File: config.mk
export PLATFORM = sky130hd
export DESIGN_NAME = qadd_lane
export DESIGN_NICKNAME = d
export VERILOG_FILES = /design/src/design/qadd_pkg.sv /design/src/design/qadd_lane.sv
export SDC_FILE = /design/constraint.sdc
export NUM_CORES = 1
export LEC_CHECK = 0
export ABC_AREA = 1
export BUFFER_PORTS_ARGS = -buffer_cell sky130_fd_sc_hd__clkbuf_2
export CORE_MARGIN = 8
export CORE_UTILIZATION = 57
export DETAILED_ROUTE_END_ITERATION = 8
export PLACE_DENSITY = 0.8
export SKIP_LAST_GASP = 1
export SYNTH_ARGS = -nofsm -noshare
export SYNTH_HDL_FRONTEND = slang
export SYNTH_SLANG_ARGS = --single-unit
export TNS_END_PERCENT = 50
File: constraint.sdc
create_clock -name clk -period 4.85 [get_ports clk]
set_input_delay 0.485 -clock clk [delete_from_list [all_inputs] [get_ports clk]]
set_output_delay 0.485 -clock clk [all_outputs]
set_load 0.03 [all_outputs]
File: src/design/qadd_pkg.sv
// shared types and constants for the quantized byte vector add
package qadd_pkg;

  localparam int MAX_LANES = 8;
  localparam int DEF_LANES = 8;
  localparam int BYTE_W = 8;
  localparam int VEC_W = MAX_LANES * BYTE_W;
  localparam int CNT_W = 4;
  localparam int LANE_STAGES = 5;
  localparam int LATENCY = LANE_STAGES + 1;
  localparam int CFG_IDX_W = 4;
  localparam int CFG_DATA_W = 32;

  localparam logic [CFG_IDX_W-1:0] REG_ACC_BIAS = 4'd0;
  localparam logic [CFG_IDX_W-1:0] REG_A_MULTIPLIER = 4'd1;
  localparam logic [CFG_IDX_W-1:0] REG_B_MULTIPLIER = 4'd2;
  localparam logic [CFG_IDX_W-1:0] REG_SHIFT = 4'd3;
  localparam logic [CFG_IDX_W-1:0] REG_ROUND_LIMIT = 4'd4;
  localparam logic [CFG_IDX_W-1:0] REG_OUT_OFFSET = 4'd5;
  localparam logic [CFG_IDX_W-1:0] REG_Y_MIN = 4'd6;
  localparam logic [CFG_IDX_W-1:0] REG_Y_MAX = 4'd7;

  typedef struct packed {
    logic [31:0] acc_bias;
    logic [31:0] a_multiplier;
    logic [31:0] b_multiplier;
    logic [4:0]  shift;
    logic [30:0] round_limit;
    logic [7:0]  out_offset;
    logic [7:0]  y_min;
    logic [7:0]  y_max;
  } qadd_cfg_t;

  localparam qadd_cfg_t CFG_RESET = '{
    acc_bias: 32'd0,
    a_multiplier: 32'd0,
    b_multiplier: 32'd0,
    shift: 5'd0,
    round_limit: 31'd0,
    out_offset: 8'd0,
    y_min: 8'd0,
    y_max: 8'd255
  };

endpackage

File: src/design/qadd_lane.sv
// one lane: scale, bias, rounding shift, saturation and clamp
module qadd_lane
  import qadd_pkg::*;
(
  input  logic              clk,
  input  qadd_cfg_t         cfg,
  input  logic [BYTE_W-1:0] a_i,
  input  logic [BYTE_W-1:0] b_i,
  output logic [BYTE_W-1:0] y_o
);

  logic [31:0] pa_r, pb_r, pa_nxt, pb_nxt;
  logic [31:0] acc_r, acc_nxt;
  logic [31:0] sh_r, sh_nxt;
  logic        rnd_r, rnd_nxt;
  logic signed [15:0] v16_r, v16_nxt;
  logic [BYTE_W-1:0]  y_r, y_nxt;

  logic [31:0] mask;
  logic signed [32:0] rem;
  logic signed [31:0] q;
  logic signed [16:0] sum;
  logic [7:0] clip;
  logic [7:0] lo;

  // stage 1: products mod 2^32
  assign pa_nxt = 32'(40'(a_i) * 40'(cfg.a_multiplier));
  assign pb_nxt = 32'(40'(b_i) * 40'(cfg.b_multiplier));

  // stage 2: accumulate
  assign acc_nxt = cfg.acc_bias + pa_r + pb_r;

  // stage 3: arithmetic shift and round decision
  always_comb begin
    mask = (32'd1 << cfg.shift) - 32'd1;
    rem = $signed({1'b0, acc_r & mask}) - $signed({32'd0, acc_r[31]});
    rnd_nxt = rem > $signed({2'b00, cfg.round_limit});
    sh_nxt = 32'($signed(acc_r) >>> cfg.shift);
  end

  // stage 4: round up and saturate to int16
  always_comb begin
    q = $signed(sh_r + {31'd0, rnd_r});
    if (q > 32'sd32767) begin
      v16_nxt = 16'sh7fff;
    end else if (q < -32'sd32768) begin
      v16_nxt = -16'sh8000;
    end else begin
      v16_nxt = q[15:0];
    end
  end

  // stage 5: zero point, uint8 saturation, clamp
  always_comb begin
    sum = $signed({v16_r[15], v16_r}) + $signed({9'd0, cfg.out_offset});
    if (sum < 17'sd0) begin
      clip = 8'd0;
    end else if (sum > 17'sd255) begin
      clip = 8'd255;
    end else begin
      clip = sum[7:0];
    end
    lo = (clip < cfg.y_min) ? cfg.y_min : clip;
    y_nxt = (lo > cfg.y_max) ? cfg.y_max : lo;
  end

  always_ff @(posedge clk) begin
    pa_r  <= pa_nxt;
    pb_r  <= pb_nxt;
    acc_r <= acc_nxt;
    sh_r  <= sh_nxt;
    rnd_r <= rnd_nxt;
    v16_r <= v16_nxt;
    y_r   <= y_nxt;
  end

  assign y_o = y_r;

endmodule

==> results of run 1 <==
-- cells by family (layout without fill, tap and decap cells) --
kind of cell,count (synthesis),count (layout)
simple gates,1340,1340
buf+inv,844,1069
fa+ha+maj,514,514
compound gates,345,345
xor+xnor,172,172
flops,153,153
mux,14,14
other cells,0,3
-- sequential cells by signal, indices dropped and copies added (netlist names) --
name / count
acc_r: 32
pa_r: 32
pb_r: 32
sh_r: 32
v16_r: 16
y_o: 8
rnd_r: 1
-- critical path: cells and delay by family --
kind	cells	cell delay (ps)
fa+ha+maj	5	2160
compound gates	7	1310
buf+inv	7	690
simple gates	3	190
xor+xnor	1	140
-- what timing repair did --
item,in CTS,in global routing
setup endpoints to repair,0,11
buffers inserted,0,2
gates resized for setup,0,26
-- cell usage after synthesis, types with 4 or more instances --
cell type,n,area [sq um]
a31oi_1,10,62.6
nor4_1,10,62.6
buf_4,4,30.0
nand3_1,135,676
a21o_1,10,75.1
buf_2,5,25.0
inv_1,694,2610
xnor2_1,65,569
mux2i_1,14,140
fa_1,345,6910
o21ai_0,139,696
buf_1,26,97.6
a21boi_0,5,37.5
a21oi_1,136,681
nor3_1,24,120
a211oi_1,10,75.1
nand2_2,6,37.5
inv_2,9,33.8
nand3b_1,4,30.0
nor2_4,6,67.6
nor2_2,10,62.6
clkbuf_1,77,289
nand4_1,50,313
o21a_1,7,52.6
nor2_1,141,529
clkbuf_2,27,135
nand2_1,925,3470
ha_1,169,2110
and2_1,8,50.1
xor2_1,107,937
dfxtp_1,153,3060
o211ai_1,6,45.0
-- report_power, final --
part	total, mW	switching, mW	internal, mW
Combinational	13.1	7.50	5.62
Clock	1.41	0.571	0.835
Sequential	2.55	0.498	2.05
Total	17.1	8.57	8.50
-- final cells by class --
cell class / count / area share [%]
Sequential cell: 153 / 11.2
Multi-Input combinational cell: 2385 / 66.6
Clock inverter: 14 / 0.662
Timing Repair Buffer: 333 / 7.75
Clock buffer: 18 / 1.60
Inverter: 704 / 9.65
Tap cell: 546 / 2.49
Antenna cell: 3 / 0.0274
-- metrics by stage --
step | TNS [ps] | cell area, sq um
after detailed placement | -1140 | 26700
final | 0 | 27400
after global placement | -245 | 26700
after CTS | 0 | 27300
after global routing | -19.0 | 27400
after floorplan | -25.4 | 24500
-- per-layer routing --
metal	up-vias	GRT usage, %	part of all wire [%]	wire length [um]
li1	10700	-	-	-
met1	10300	30.4	41	24900
met2	756	43.8	49	30100
met3	133	3.52	6.5	3980
met4	0	9.52	3.9	2410
met5	-	0	0	0
-- final timing paths --
| check | startpoint | to | slack [ps] | cells past startpoint |
|---|---|---|---|---|
| setup / recovery | b_i[3] | pb_r[26] | 260 | 23 |
| hold / removal | cfg[2] | y_o[2] | 280 | 3 |
| hold reg to reg | acc_r[31] | sh_r[31] | 530 | 1 |
| setup reg to reg | v16_r[0] | y_o[7] | 350 | 32 |
==> metrics.csv, run 1 <==
stage,metric,value,unit
synth,ys async rst share,0,%
power,maximum VDD drop,0.393,mV
timing,setup ws final,260,ps
synth,Adder-Cell Fraction of Synth Area,36.8,%
placed_design,placed insts,4119,
timing,RSZ-0062 raised after global routing,yes,
critical_path,worst-path fanout max,6,
layout,"commonest non-fill, non-tap cell in the layout",nand2_1,
critical_path,Setup crit start kind,primary input,
synth,compound-cell area share of the yosys netlist,7.72,%
routing,routed len/inst,14.8,um
timing,Max Slew Vio Count,0,
clock_tree,Worst-path clk slew,60,ps
routing,via/cell ratio,5.26,
routing,Vias,21800,
placed_design,hpwl dp,50.9,mm
clock_tree,CTS tree,built,
clock_tree,# H-tree levels,4,
global_routing,GR Overflow Total,0,
critical_path,"slowest stage cell, crit path",fa_1,
critical_path,crit-path cells,clkbuf_2 -> buf_4 -> nand2_1 -> inv_1 -> fa_1 -> fa_1 -> inv_1 -> fa_1 -> fa_1 -> inv_1 -> ha_1 -> a21oi_1 -> inv_1 -> a31oi_1 -> o21ai_1 -> a21oi_2 -> inv_1 -> nand2_1 -> nand2_1 -> a21oi_1 -> o21ai_0 -> a21oi_1 -> xnor2_1,
synth,simple-gate area share of the yosys netlist,23.0,%
clock_tree,clock root cell,clkbuf_16,
global_routing,initial antenna violation count,3,
synth,main flop type after synthesis,dfxtp_1,
synth,post-synthesis mux area share,0.572,%
critical_path,Worst EP required,5210,ps
global_routing,All-Layer GR Usage,24.8,%
timing,period utilization,94.6,%
layout,footprint of the multi-input gates,0.0183,sq mm
layout,layout cells sized above 1,11.9,%
critical_path,endpoint type of the worst setup path,register,
synth,number of synthesized flops with an enable pin,0,
clock_tree,clk buf depth,2,
clock_tree,CTS sink cnt,153,
die,Ports,181,
clock_tree,clock latency on the worst-skew pair,430,ps
synth,XOR/XNOR share of the synthesized area,6.15,%
routing,post-route ant nets,0,
clock_tree,Post-CTS Hold Fix Bufs,0,
layout,Final #Nets,4281,
timing,final setup vio count,0,
die,Die W,223,um
critical_path,crit path DAT,4950,ps
timing,Worst-Margin Slew,622,ps
critical_path,Crit Path Category,primary input to register,
synth,largest family of logic cells by synthesized area,adder cells,
global_routing,global-route wire length before repair,104,mm
synth,Yosys reg bits,153,
layout,Finished Core Util,64.1,%
placed_design,Final GP Congestion,0.946,
run,MaxCap Viol Count,0,
placed_design,PortBufs,180,
layout,final std cells w/o fill,4156,
timing,fmax,0.218,GHz
synth,Syn. warnings,0,
routing,number of DRC markers in iteration 0,1499,
layout,Fillers,3736,
layout,register area,0.00306,sq mm
min_path,Worst Hold Class,primary input to register,
die,die height,223,um
routing,DRC,0,
synth,post-synthesis instance area,0.0245,sq mm
status,status,finished clean,
power,total power,17.1,mW
timing,Worst Clk Skew,12.0,ps
layout,most frequent cells in the layout,"nand2_1, inv_1, fa_1",
die,Placement Rows,76,
critical_path,critical path's most frequent cell,inv_1,
die,CORE AREA,0.0428,sq mm
synth,"Seq/Total Area, Yosys",12.5,%
timing,"Hold Vio Cnt, Final",0,
die,Initial Util,57.2,%
critical_path,crit-path max cell delay,530,ps
routing,DR pass1 iterations,6,
synth,Cells after Synth,3382,
timing,final hold slack,279,ps
synth,Yosys cell types,57,
timing,Worst slew margin,58.1,%
clock_tree,cts bufs inserted,17,
die,Die Area,0.0499,sq mm
routing,total routed wirelength,61.4,mm
power,PD cells,623,mW/mm^2
synth,synthesized area per cell,7.24,sq um
global_routing,largest net degree at the start of global routing,53,
layout,Layout area overhead,11.9,%
synth,Syn Nets,4069,
placed_design,dpl ws,-188,ps
power,Lkg Pwr,15.1,nW
global_routing,vias in the first global route,22200,
timing,min cycle time layout,4590,ps
(Power assumes the default switching activity.)
==> run 2, diff against run 1 <==
CELL_PAD_IN_SITES_DETAIL_PLACEMENT = 0   (was default)
CELL_PAD_IN_SITES_GLOBAL_PLACEMENT = 1   (was default)
CORE_UTILIZATION = 42   (was 57)
==> run 2 against run 1 <==
Power rose by 0.80%; combinational power about the same; register-to-register slack better by 130 ps; clock power about the same; sequential power about the same; global-route usage down 5.5 points; largest cell class unchanged.
==> metrics.csv, run 2 (synthesis gave the netlist of run 1 again) <==
stage,metric,value,unit
global_routing,initial antenna violation count,2,
routing,number of DRC markers in iteration 0,1232,
routing,routed len/inst,14.5,um
status,status,finished clean,
critical_path,"slowest stage cell, crit path",fa_1,
clock_tree,clock latency on the worst-skew pair,440,ps
critical_path,CP Buf/Inv Count,7,
global_routing,global-route wire length before repair,107,mm
clock_tree,cts bufs inserted,17,
routing,Vias,21100,
critical_path,Setup crit start kind,primary input,
die,Die Area,0.0663,sq mm
clock_tree,Post-CTS Hold Fix Bufs,0,
clock_tree,clk buf depth,2,
power,maximum VDD drop,0.380,mV
layout,Layout area overhead,13.3,%
timing,final hold slack,260,ps
placed_design,Placed Area,0.0271,sq mm
die,Die W,257,um
clock_tree,# H-tree levels,4,
timing,"Hold Vio Cnt, Final",0,
critical_path,crit-path cells,clkbuf_2 -> buf_4 -> buf_4 -> nand2_1 -> inv_1 -> fa_1 -> inv_1 -> fa_1 -> fa_1 -> fa_1 -> inv_1 -> ha_1 -> nand2_1 -> o21ai_1 -> a21oi_2 -> inv_1 -> nand2_1 -> nand2_1 -> a21oi_1 -> o21ai_0 -> a21oi_1 -> xnor2_1,
critical_path,"CP delay by family, top",adder cells,
critical_path,Crit Path Category,primary input to register,
clock_tree,Worst-path clk slew,70,ps
critical_path,Worst Reg-to-Reg Cells,32,
critical_path,critical path depth,22,
timing,fmax,0.219,GHz
routing,DRC,0,
critical_path,crit path DAT,4890,ps
timing,Max Slew Vio Count,0,
power,Lkg Pwr,15.2,nW
clock_tree,clock root cell,clkbuf_16,
power,PD cells,620,mW/mm^2
routing,post-route ant nets,0,
timing,min cycle time layout,4560,ps
timing,period utilization,94.1,%
timing,RSZ-0062 raised after global routing,yes,
placed_design,PortBufs,180,
run,MaxCap Viol Count,0,
timing,Worst Clk Skew,14.0,ps
timing,final setup vio count,0,
routing,total routed wirelength,63.8,mm
power,total power,17.2,mW
die,Ports,181,
die,die height,257,um
die,CORE AREA,0.0577,sq mm
global_routing,GR Overflow Total,0,
min_path,Worst Hold Class,primary input to register,
die,Initial Util,42.4,%
layout,"commonest non-fill, non-tap cell in the layout",nand2_1,
timing,Worst-Margin Slew,571,ps
clock_tree,CTS sink cnt,153,
critical_path,Worst EP required,5170,ps
layout,Fillers,5983,
timing,Worst slew margin,61.5,%
min_path,worst hold path depth,3,
layout,Finished Core Util,48.1,%
critical_path,crit-path max cell delay,550,ps
clock_tree,post-CTS setup buffer count,0,
placed_design,hpwl dp,54.6,mm
layout,footprint of the multi-input gates,0.0182,sq mm
critical_path,endpoint type of the worst setup path,register,
layout,most frequent cells in the layout,"nand2_1, inv_1, fa_1",
clock_tree,CTS tree,built,
placed_design,Final GP Congestion,0.882,
layout,register area,0.00306,sq mm
layout,Final #Nets,4292,
layout,Final Cell Area,0.0277,sq mm
global_routing,All-Layer GR Usage,19.4,%
routing,DR pass1 iterations,8,
routing,via/cell ratio,4.81,
global_routing,vias in the first global route,21600,
critical_path,worst-path fanout max,9,
die,Placement Rows,88,
global_routing,largest net degree at the start of global routing,53,
layout,layout cells sized above 1,11.9,%
==> run 2: cell count changes in the layout (fill, tap and decap cells not counted), moves of 2 or more <==
| cell | change |
|---|---|
| buf_4 | +9 |
| nor2_1 | +3 |
| clkinv_4 | +3 |
| nor2_2 | -2 |
| inv_6 | -3 |
==> run 2: path summary, 6_finish.rpt <==
path,start,end,slack (ps)
worst min register to register,sh_r[31],v16_r[15],560
worst min-delay path,cfg[2],y_o[2],260
worst max-delay path,b_i[3],pb_r[26],290
worst max register to register,v16_r[0],y_o[4],480
==> run 2: power by group <==
group	internal [mW]	switching, mW
sequential	2.05	0.519
clock	0.877	0.555
combinational	5.81	7.40
==> run 2: layer usage <==
| layer | global-route usage, % | share of wire [%] |
|---|---|---|
| met1 | 24.8 | 45 |
| met2 | 35.2 | 51 |
| met3 | 2.21 | 3.6 |
| met4 | 3.28 | 1.3 |
| met5 | 0 | 0 |
==> run 2: timing repair <==
action                                  4_1_cts  5_1_grt
endpoints found under the hold margin         0        0
endpoints found under the setup margin        0       13
gates resized for setup                       0       16
==> run 2: metrics by stage <==
step / instances / setup WS [ps] / TNS, ps
5_1_grt: 4384 / -39.0 / -72.3
6_report: 4385 / 287 / 0
3_3_place_gp: 4350 / -197 / -957
4_1_cts: 4381 / 222 / 0
2_1_floorplan: 3382 / -25.4 / -25.4
3_5_place_dp: 4350 / -215 / -1870
==> run 2: cell type report <==
type / instances / share of cell area (%)
Tap cell: 765 / 3.45
Inverter: 704 / 9.53
Clock inverter: 13 / 0.695
Antenna cell: 3 / 0.0271
Sequential cell: 153 / 11.0
Timing Repair Buffer: 344 / 7.99
Multi-Input combinational cell: 2385 / 65.7
Clock buffer: 18 / 1.58
==> run 2: worst register-to-register path: cells and delay by family, from the launching register on <==
family | cells | cell delay, ps
compound gates | 3 | 310
fa+ha+maj | 4 | 1110
buf+inv | 5 | 520
flops | 1 | 320
simple gates | 20 | 2020
