--- src/design/qadd_pkg.sv ---
// shared types and constants for the quantized byte vector add
package qadd_pkg;

  localparam int MAX_LANES = 8;
  localparam int DEF_LANES = 8;
  localparam int BYTE_W = 8;
  localparam int VEC_W = MAX_LANES * BYTE_W;
  localparam int CNT_W = 4;
  localparam int LANE_STAGES = 5;
  localparam int LATENCY = LANE_STAGES + 1;
  localparam int CFG_IDX_W = 4;
  localparam int CFG_DATA_W = 32;

  localparam logic [CFG_IDX_W-1:0] REG_ACC_BIAS = 4'd0;
  localparam logic [CFG_IDX_W-1:0] REG_A_MULTIPLIER = 4'd1;
  localparam logic [CFG_IDX_W-1:0] REG_B_MULTIPLIER = 4'd2;
  localparam logic [CFG_IDX_W-1:0] REG_SHIFT = 4'd3;
  localparam logic [CFG_IDX_W-1:0] REG_ROUND_LIMIT = 4'd4;
  localparam logic [CFG_IDX_W-1:0] REG_OUT_OFFSET = 4'd5;
  localparam logic [CFG_IDX_W-1:0] REG_Y_MIN = 4'd6;
  localparam logic [CFG_IDX_W-1:0] REG_Y_MAX = 4'd7;

  typedef struct packed {
    logic [31:0] acc_bias;
    logic [31:0] a_multiplier;
    logic [31:0] b_multiplier;
    logic [4:0]  shift;
    logic [30:0] round_limit;
    logic [7:0]  out_offset;
    logic [7:0]  y_min;
    logic [7:0]  y_max;
  } qadd_cfg_t;

  localparam qadd_cfg_t CFG_RESET = '{
    acc_bias: 32'd0,
    a_multiplier: 32'd0,
    b_multiplier: 32'd0,
    shift: 5'd0,
    round_limit: 31'd0,
    out_offset: 8'd0,
    y_min: 8'd0,
    y_max: 8'd255
  };

endpackage

--- src/design/qadd_merge.sv ---
// merging stage: blanks lanes past the count and registers the result
module qadd_merge
  import qadd_pkg::*;
(
  input  logic                               clk,
  input  logic [MAX_LANES-1:0][BYTE_W-1:0]   lane_y_i,
  input  logic [CNT_W-1:0]                   count_i,
  output logic [VEC_W-1:0]                   y_bytes_o,
  output logic [CNT_W-1:0]                   lanes_o
);

  logic [VEC_W-1:0] y_r, y_nxt;
  logic [CNT_W-1:0] lanes_r;

  always_comb begin
    for (int i = 0; i < MAX_LANES; i++) begin
      y_nxt[i*BYTE_W +: BYTE_W] = (CNT_W'(i) < count_i) ? lane_y_i[i] : '0;
    end
  end

  always_ff @(posedge clk) begin
    y_r     <= y_nxt;
    lanes_r <= count_i;
  end

  assign y_bytes_o = y_r;
  assign lanes_o = lanes_r;

endmodule

--- config.mk ---
export PLATFORM = sky130hd
export DESIGN_NAME = qadd_merge
export DESIGN_NICKNAME = d
export VERILOG_FILES = /design/src/design/qadd_pkg.sv /design/src/design/qadd_merge.sv
export SDC_FILE = /design/constraint.sdc
export NUM_CORES = 1
export LEC_CHECK = 0
export BUFFER_PORTS_ARGS = -buffer_cell sky130_fd_sc_hd__buf_2
export CAP_MARGIN = 30
export CORE_MARGIN = 3
export CORE_UTILIZATION = 42
export CTS_CLUSTER_DIAMETER = 50
export DETAILED_ROUTE_END_ITERATION = 10
export GPL_TIMING_DRIVEN = 1
export HOLD_SLACK_MARGIN = 0.1
export PLACE_DENSITY = 0.83
export SYNTH_ARGS = -nofsm -noshare
export SYNTH_HDL_FRONTEND = slang
export SYNTH_SLANG_ARGS = --single-unit
--- constraint.sdc ---
create_clock -name clk -period 3 [get_ports clk]
set_clock_uncertainty 0.2 [all_clocks]
set_input_delay 0.15 -clock clk [delete_from_list [all_inputs] [get_ports clk]]
set_output_delay 0.15 -clock clk [all_outputs]
set_load 0.03 [all_outputs]
==> results of run 1 <==
logic make-up after synthesis:
logic type,Yosys count,synth area share
flops,68,0.735
compound gates,3,0.0162
buf+inv,2,0.00540
simple gates,68,0.244
registers in the layout, summed over array words and instances, names as in the netlist:
| register | cells |
|---|---|
| lanes_o | 4 |
| y_bytes_o | 64 |
worst paths after layout:
kind / startpoint / slack [ns] / cells after the start / end
max: count_i[3] / 0.76 / 5 / y_bytes_o[21]
min: lane_y_i[27] / 0.35 / 3 / y_bytes_o[27]
worst min-delay path, stage by stage:
cell	delay (ns)
dlygate4sd3_1	0.52
buf_2	0.10
and2_1	0.10
power groups by stage:
stage / Clock, uW / Combinational (uW) / Sequential (uW)
2_1_floorplan: 0 / 44.9 / 1120
3_3_place_gp: 0 / 280 / 993
3_5_place_dp: 0 / 284 / 996
4_1_cts: 726 / 369 / 975
5_1_grt: 782 / 404 / 985
6_report: 735 / 385 / 982
area by class of cell:
class / count / share of cell area
repair buffers: 218 / 0.417
flip-flops and latches: 68 / 0.378
clock inverters: 7 / 0.0184
well taps: 50 / 0.0174
multi-input cells: 71 / 0.134
clock buffers: 9 / 0.0344
per-layer routing:
layer / routed length, microns / GRT usage / up-vias
met2: 3950 / 0.539 / 127
met5: 0 / 0 / -
met3: 702 / 0.0914 / 32
met4: 295 / 0.164 / 0
met1: 2820 / 0.343 / 919
li1: - / - / 896
what timing repair did:
action | CTS | global route
gates resized for setup | 0 | 0
endpoints found under the hold margin | 68 | 0
hold buffers | 82 | 0
through the flow:
step                power, uW  instances
global route             2170        423
global placement         1270        325
detailed placement       1280        325
CTS                      2070        423
finish                   2100        423
floorplan                1160        141
synthesized netlist by cell type, drive strengths merged:
cell    instances
a31oi           1
and3            8
clkbuf          1
nor4            1
and2           16
or3             1
a211oi          1
buf             1
nor3            1
nor2b          30
a21oi           1
or2             1
and2b          10
dfxtp          68
==> impl_metrics.json, run 1 <==
{
  "cts_sinks": 68,
  "path_cells": "dlygate4sd3_1, buf_2, a211oi_2, nor2b_1, dlygate4sd3_1",
  "cts_buffers": 9,
  "layout.cells.most_common": "buf_2",
  "die_w_microns": 72.4,
  "fin_hold_ws_ns": 0.352,
  "cts_tree": "done",
  "status": "complete, no violations",
  "finalSetupViolCount": 0,
  "powerDensity_nw_per_um2": 584,
  "synth_area_leaders": "dfxtp_1 73%, nor2b_1 10%, and2_1 5.4%",
  "design_area_sq_um": 3600,
  "relSlewSlack": 0.565,
  "io_pins": 137,
  "grt-ovfl-total": 0,
  "start_util": 0.450,
  "yosysTopAreaCell": "dfxtp_1",
  "setup_tns_ns": 0,
  "fin_ws_ns": 0.758,
  "grt_max_degree": 17,
  "drv_slew": 0,
  "grt_pass1_vias": 2052,
  "postRouteWirelength_microns": 7760,
  "cts_htree_levels": 3,
  "postSynthAreaPerCell_sq_um": 13.1,
  "grtUsageTotal": 0.311,
  "seqPwrFrac": 0.467,
  "drc_errors": 0,
  "antenna_found_initial": 0,
  "final_core_util": 0.874,
  "drive_above_1_share": 0.418,
  "yosysSeqAreaShare": 0.735,
  "cpMaxStageDelayCell": "dlygate4sd3_1",
  "num_rows": 23,
  "vias": 1974,
  "grt_setup_unrepaired": "false",
  "worst_ir_drop_vdd_mv": 0.391,
  "finalHoldViolCount": 0,
  "grt_pass1_wl_microns": 11800,
  "place_area_sq_um": 2590,
  "syn_inst": 141,
  "core_sq_um": 4120,
  "ant_nets": 0,
  "path_class": "input pin to flop",
  "fillCellCount": 205,
  "drtIter0Drc": 152,
  "crit_buf_inv": 3,
  "seqCellArea_sq_um": 1360,
  "yosys_register_bits": 68,
  "fin_crit_sh": 0.747,
  "cap_violations": 0,
  "critPathMaxFanout": 16,
  "p_sw_uw": 590,
  "crit_required_ns": 3.03,
  "cp-start-kind": "input pin",
  "vias_per_cell": 4.67,
  "layout_common_cells": "136 x buf_2, 82 x dlygate4sd3_1, 68 x dfxtp_1, 30 x nor2b_1, 16 x and2_1",
  "layout.nets": 437,
  "die-area_sq_um": 5240,
  "tightest_slew_ns": 0.647,
  "multi_input_area_sq_um": 482,
  "synth.distinct_cells": 14,
  "port-buffer-count": 136,
  "p_sw_frac": 0.281,
  "yosys_warnings": 0,
  "area.growth.synth_to_final_pct": 94.1,
  "synth_top_area_share": 0.735,
  "p_comb_frac": 0.183,
  "max_stage_delay_ns": 0.63,
  "clk_pin_slew_ns": 0.08,
  "pwr-share-clk": 0.349,
  "critPathTopFamily": "buffers and inverters",
  "dp_slack_ns": 1.47,
  "endpoint_kind": "flop",
  "synth_fp_nets": 210,
  "crit_top_cell": "dlygate4sd3_1",
  "finalCriticalPeriod_ns": 2.24,
  "postCtsSetupBuffers": 0,
  "place.gp.congestion": 0.749,
  "leakage_uw": 0.00180,
  "dp_hpwl_microns": 3870,
  "cp.arrival_ns": 2.27,
  "holdCritPathClass": "input pin to flop",
  "wl_per_cell_microns": 18.3,
  "internal_power_uw": 1510,
  "cts_max_path_buffers": 2,
  "cts-root-buf": "clkbuf_8",
  "synth_area_sq_um": 1850,
  "timing.fmax_mhz": 446,
  "antenna_cells": 0,
  "die_height_microns": 72.4,
  "first_pass_iters": 6
}
No activity file was read; power rests on OpenSTA's default activity.
==> run 2, diff against run 1 <==
--- a/config.mk
+++ b/config.mk
@@ -8,12 +8,12 @@
 export BUFFER_PORTS_ARGS = -buffer_cell sky130_fd_sc_hd__buf_2
 export CAP_MARGIN = 30
 export CORE_MARGIN = 3
-export CORE_UTILIZATION = 42
+export CORE_UTILIZATION = 35
 export CTS_CLUSTER_DIAMETER = 50
 export DETAILED_ROUTE_END_ITERATION = 10
 export GPL_TIMING_DRIVEN = 1
 export HOLD_SLACK_MARGIN = 0.1
-export PLACE_DENSITY = 0.83
+export PLACE_DENSITY = 0.74
 export SYNTH_ARGS = -nofsm -noshare
 export SYNTH_HDL_FRONTEND = slang
 export SYNTH_SLANG_ARGS = --single-unit
==> constraint.sdc (replaced) <==
create_clock -name clk -period 2 [get_ports clk]
set_clock_uncertainty 0.2 [all_clocks]
set_input_delay 0.1 -clock clk [delete_from_list [all_inputs] [get_ports clk]]
set_output_delay 0.1 -clock clk [all_outputs]
set_load 0.03 [all_outputs]
==> impl_metrics.json, run 2 (synthesis gave the netlist of run 1 again) <==
{
  "drtIter0Drc": 45,
  "worst_ir_drop_vdd_mv": 0.511,
  "endpoint_kind": "flop",
  "max_stage_delay_ns": 0.58,
  "core_sq_um": 4910,
  "tightest_slew_ns": 0.502,
  "cts_max_path_buffers": 2,
  "drive_above_1_share": 0.411,
  "layout.cells.most_common": "buf_2",
  "drv_slew": 0,
  "grt_pass1_vias": 2075,
  "place_inst": 342,
  "cts-root-buf": "clkbuf_8",
  "powerDensity_nw_per_um2": 864,
  "grt_max_degree": 17,
  "layout_common_cells": "136 x buf_2, 92 x dlygate4sd3_1, 68 x dfxtp_1, 30 x nor2b_1, 16 x and2_1",
  "grtUsageTotal": 0.208,
  "wl_per_cell_microns": 13.6,
  "postRouteWirelength_microns": 6140,
  "area.growth.synth_to_final_pct": 103,
  "cts_buffers": 9,
  "grt-ovfl-total": 0,
  "layout.nets": 448,
  "grt_pass1_wl_microns": 9690,
  "vias": 1873,
  "largest_reg_flops": 64,
  "path_class": "input pin to flop",
  "final_cells": 451,
  "holdCritPathClass": "input pin to flop",
  "critPathMaxFanout": 8,
  "dp_hpwl_microns": 3220,
  "path_cells": "dlygate4sd3_1, buf_2, a211oi_4, nor2b_1, dlygate4sd3_1",
  "cts_tree": "done",
  "cts_sinks": 68,
  "crit_top_cell": "dlygate4sd3_1",
  "relSlewSlack": 0.665,
  "seqCellArea_sq_um": 1360,
  "multi_input_area_sq_um": 494,
  "cap_violations": 0,
  "die-area_sq_um": 6200,
  "finalSetupViolCount": 0,
  "port-buffer-count": 136,
  "die_height_microns": 78.8,
  "crit_buf_inv": 3,
  "finalCriticalPeriod_ns": 1.92,
  "grt_setup_unrepaired": "false",
  "ant_nets": 0,
  "setup_tns_ns": 0,
  "cts_htree_levels": 3,
  "num_rows": 25,
  "fillCellCount": 336,
  "critPathTopFamily": "buffers and inverters",
  "start_util": 0.377,
  "cp.arrival_ns": 1.94,
  "io_pins": 137,
  "vias_per_cell": 4.15,
  "antenna_cells": 0,
  "cp-start-kind": "input pin",
  "drc_errors": 0,
  "die_w_microns": 78.8,
  "antenna_found_initial": 0,
  "first_pass_iters": 4,
  "status": "complete, no violations",
  "fin_crit_sh": 0.962,
  "clk_pin_slew_ns": 0.07,
  "timing.fmax_mhz": 520,
  "cpMaxStageDelayCell": "dlygate4sd3_1",
  "place.gp.congestion": 0.692,
  "leakage_uw": 0.00187,
  "finalHoldViolCount": 0,
  "crit_required_ns": 2.02
}
## run 2: per-stage QoR
| step | power [uW] | hold WS, ns | area (sq um) | utilization | setup WS (ns) |
|---|---|---|---|---|---|
| 2_1_floorplan | 1740 | -0.0723 | 1850 | - | 0.941 |
| 3_3_place_gp | 1910 | 0.100 | 2610 | 0.531 | 0.592 |
| 3_5_place_dp | 1910 | 0.106 | 2610 | 0.531 | 0.561 |
| 4_1_cts | 3250 | 0.140 | 3740 | 0.762 | 0.0230 |
| 5_1_grt | 3380 | 0.172 | 3760 | 0.766 | 0.00395 |
| 6_report | 3250 | 0.123 | 3760 | 0.766 | 0.0756 |
## run 2: path summary, 6_finish.rpt
path              startpoint  slack (ns)       endpoint  cells past startpoint
setup / recovery  count_i[1]        0.08  y_bytes_o[16]                      5
hold / removal    count_i[3]        0.12  y_bytes_o[18]                      3
## run 2: timing repair
item / 4_1_cts / 5_1_grt
endpoints found under the hold margin: 68 / 0
setup endpoints to repair: 0 / 16
resized for setup: 0 / 2
hold buffers: 92 / 0
buffers inserted: 0 / 1
## run 2: power breakdown
part	leakage, uW	switching, uW	internal (uW)
clock	0.000109	513	697
combinational	0.00119	306	271
sequential	0.000571	21.7	1440
total	0.00187	842	2410
## run 2: per-layer routing
layer	GRT usage	share of wire	vias up
met1	0.194	0.36	856
li1	-	-	918
met3	0.0646	0.082	11
met2	0.415	0.55	88
met5	0	0	-
met4	0.0804	0.015	0
## run 2: final cells by class
type | instances | share of cell area
multi-input cells | 71 | 0.131
clock inverters | 7 | 0.0243
well taps | 67 | 0.0223
flip-flops and latches | 68 | 0.362
clock buffers | 9 | 0.0329
repair buffers | 229 | 0.428
==> run 3, diff against run 2 <==
--- a/config.mk
+++ b/config.mk
@@ -13,7 +13,7 @@
 export DETAILED_ROUTE_END_ITERATION = 10
 export GPL_TIMING_DRIVEN = 1
 export HOLD_SLACK_MARGIN = 0.1
-export PLACE_DENSITY = 0.74
+export PLACE_DENSITY_LB_ADDON = 0.12
 export SYNTH_ARGS = -nofsm -noshare
 export SYNTH_HDL_FRONTEND = slang
 export SYNTH_SLANG_ARGS = --single-unit
==> impl_metrics.json, run 3 (synthesis gave the netlist of run 1 again) <==
{
  "relSlewSlack": 0.651,
  "grt_setup_unrepaired": "false",
  "cts-root-buf": "clkbuf_8",
  "status": "complete, no violations",
  "leakage_uw": 0.00185,
  "fin_crit_sh": 0.958,
  "final_cells": 451,
  "grt_pass1_wl_microns": 9940,
  "die_w_microns": 78.8,
  "grt-ovfl-total": 0,
  "antenna_found_initial": 0,
  "start_util": 0.377,
  "layout.nets": 449,
  "holdCritPathClass": "input pin to flop",
  "antenna_cells": 0,
  "critPathMaxFanout": 8,
  "layout_common_cells": "136 x buf_2, 93 x dlygate4sd3_1, 68 x dfxtp_1, 30 x nor2b_1, 16 x and2_1",
  "port-buffer-count": 136,
  "wl_per_cell_microns": 13.7,
  "drive_above_1_share": 0.404,
  "io_pins": 137,
  "crit_path_end": "y_bytes_o[19]",
  "finalHoldViolCount": 0,
  "cts_buffers": 9,
  "finalSetupViolCount": 0,
  "grt_pass1_vias": 2080,
  "drv_slew": 0,
  "powerDensity_nw_per_um2": 810,
  "setup_tns_ns": 0,
  "clk_pin_slew_ns": 0.07,
  "num_rows": 25,
  "postRouteWirelength_microns": 6170,
  "drc_errors": 0,
  "timing.fmax_mhz": 522,
  "cts_max_path_buffers": 2,
  "vias": 1862,
  "place_inst": 342,
  "top_layer": "met4",
  "die_height_microns": 78.8,
  "drt-met1-wl_microns": 2120,
  "worst_ir_drop_vdd_mv": 0.682,
  "endpoint_kind": "flop",
  "place_area_sq_um": 2610,
  "cap_violations": 0,
  "grt_max_degree": 17,
  "cts_tree": "done",
  "vias_per_cell": 4.13,
  "wl_met2_microns": 3400,
  "ant_nets": 0,
  "power.total_uw": 3020,
  "cp.arrival_ns": 1.92,
  "first_pass_iters": 4,
  "dp_hpwl_microns": 3310,
  "die-area_sq_um": 6200,
  "path_class": "input pin to flop",
  "startpoint": "count_i[1]",
  "tightest_slew_ns": 0.523,
  "route.met3.wl_microns": 465,
  "cts_htree_levels": 3,
  "layout.cells.most_common": "buf_2",
  "largest_reg_flops": 64,
  "place.gp.congestion": 0.714,
  "cts_sinks": 68,
  "crit_required_ns": 2.01,
  "design_area_sq_um": 3730,
  "finalCriticalPeriod_ns": 1.92,
  "cp-start-kind": "input pin",
  "core_sq_um": 4910,
  "grtUsageTotal": 0.215,
  "final_core_util": 0.759,
  "drtIter0Drc": 39,
  "area.growth.synth_to_final_pct": 101
}
run 3: layout make-up:
| class | count | area (sq um) |
|---|---|---|
| sequential | 68 | 1360 |
| clock buffer | 13 | 159 |
| clock inverter | 2 | 10.0 |
| fill | 346 | 1180 |
| tap | 67 | 83.8 |
| timing repair buffer | 230 | 1620 |
| multi-input combinational | 71 | 494 |
run 3: timing repair:
item | CTS | global route
endpoints found under the setup margin | 0 | 11
hold buffers | 92 | 1
setup buffers | 0 | 1
hold endpoints to repair | 68 | 1
resized for setup | 0 | 2
run 3: how the worst min path moves through the flow:
| stage | startpoint | to | slack [ns] | cells after the start |
|---|---|---|---|---|
| 6_report | count_i[3] | y_bytes_o[10] | 0.14 | 3 |
| 5_1_grt | count_i[3] | y_bytes_o[48] | 0.22 | 3 |
| 4_1_cts | count_i[2] | lanes_o[2] | -0.22 | 1 |
| 3_5_place_dp | lane_y_i[29] | y_bytes_o[29] | 0.10 | 2 |
| 3_3_place_gp | lane_y_i[31] | y_bytes_o[31] | 0.1 | 2 |
| 2_1_floorplan | count_i[0] | lanes_o[0] | -0.07 | 0 |
run 3: metrics by stage:
stage          worst slack (ns)  hold slack, ns
2_1_floorplan             0.941         -0.0723
3_3_place_gp              0.550          0.0990
3_5_place_dp              0.514           0.102
4_1_cts                  0.0130          -0.217
5_1_grt                  0.0150           0.219
6_report                 0.0849           0.141
run 3: power breakdown:
| part | switching, uW | internal [uW] |
|---|---|---|
| Sequential | 20.7 | 1440 |
| Clock | 469 | 508 |
| Combinational | 306 | 273 |
| Total | 796 | 2220 |
run 3: critical path, cell delays in order:
cell and delay [ns]:
dlygate4sd3_1 0.54, buf_2 0.19, a211oi_4 0.40, nor2b_1 0.11, dlygate4sd3_1 0.59
run 3: metal layers:
metal | GRT usage | up-vias
li1 | - | 921
met2 | 0.406 | 88
met4 | 0.110 | 0
met3 | 0.0692 | 15
met5 | 0 | -
met1 | 0.205 | 838
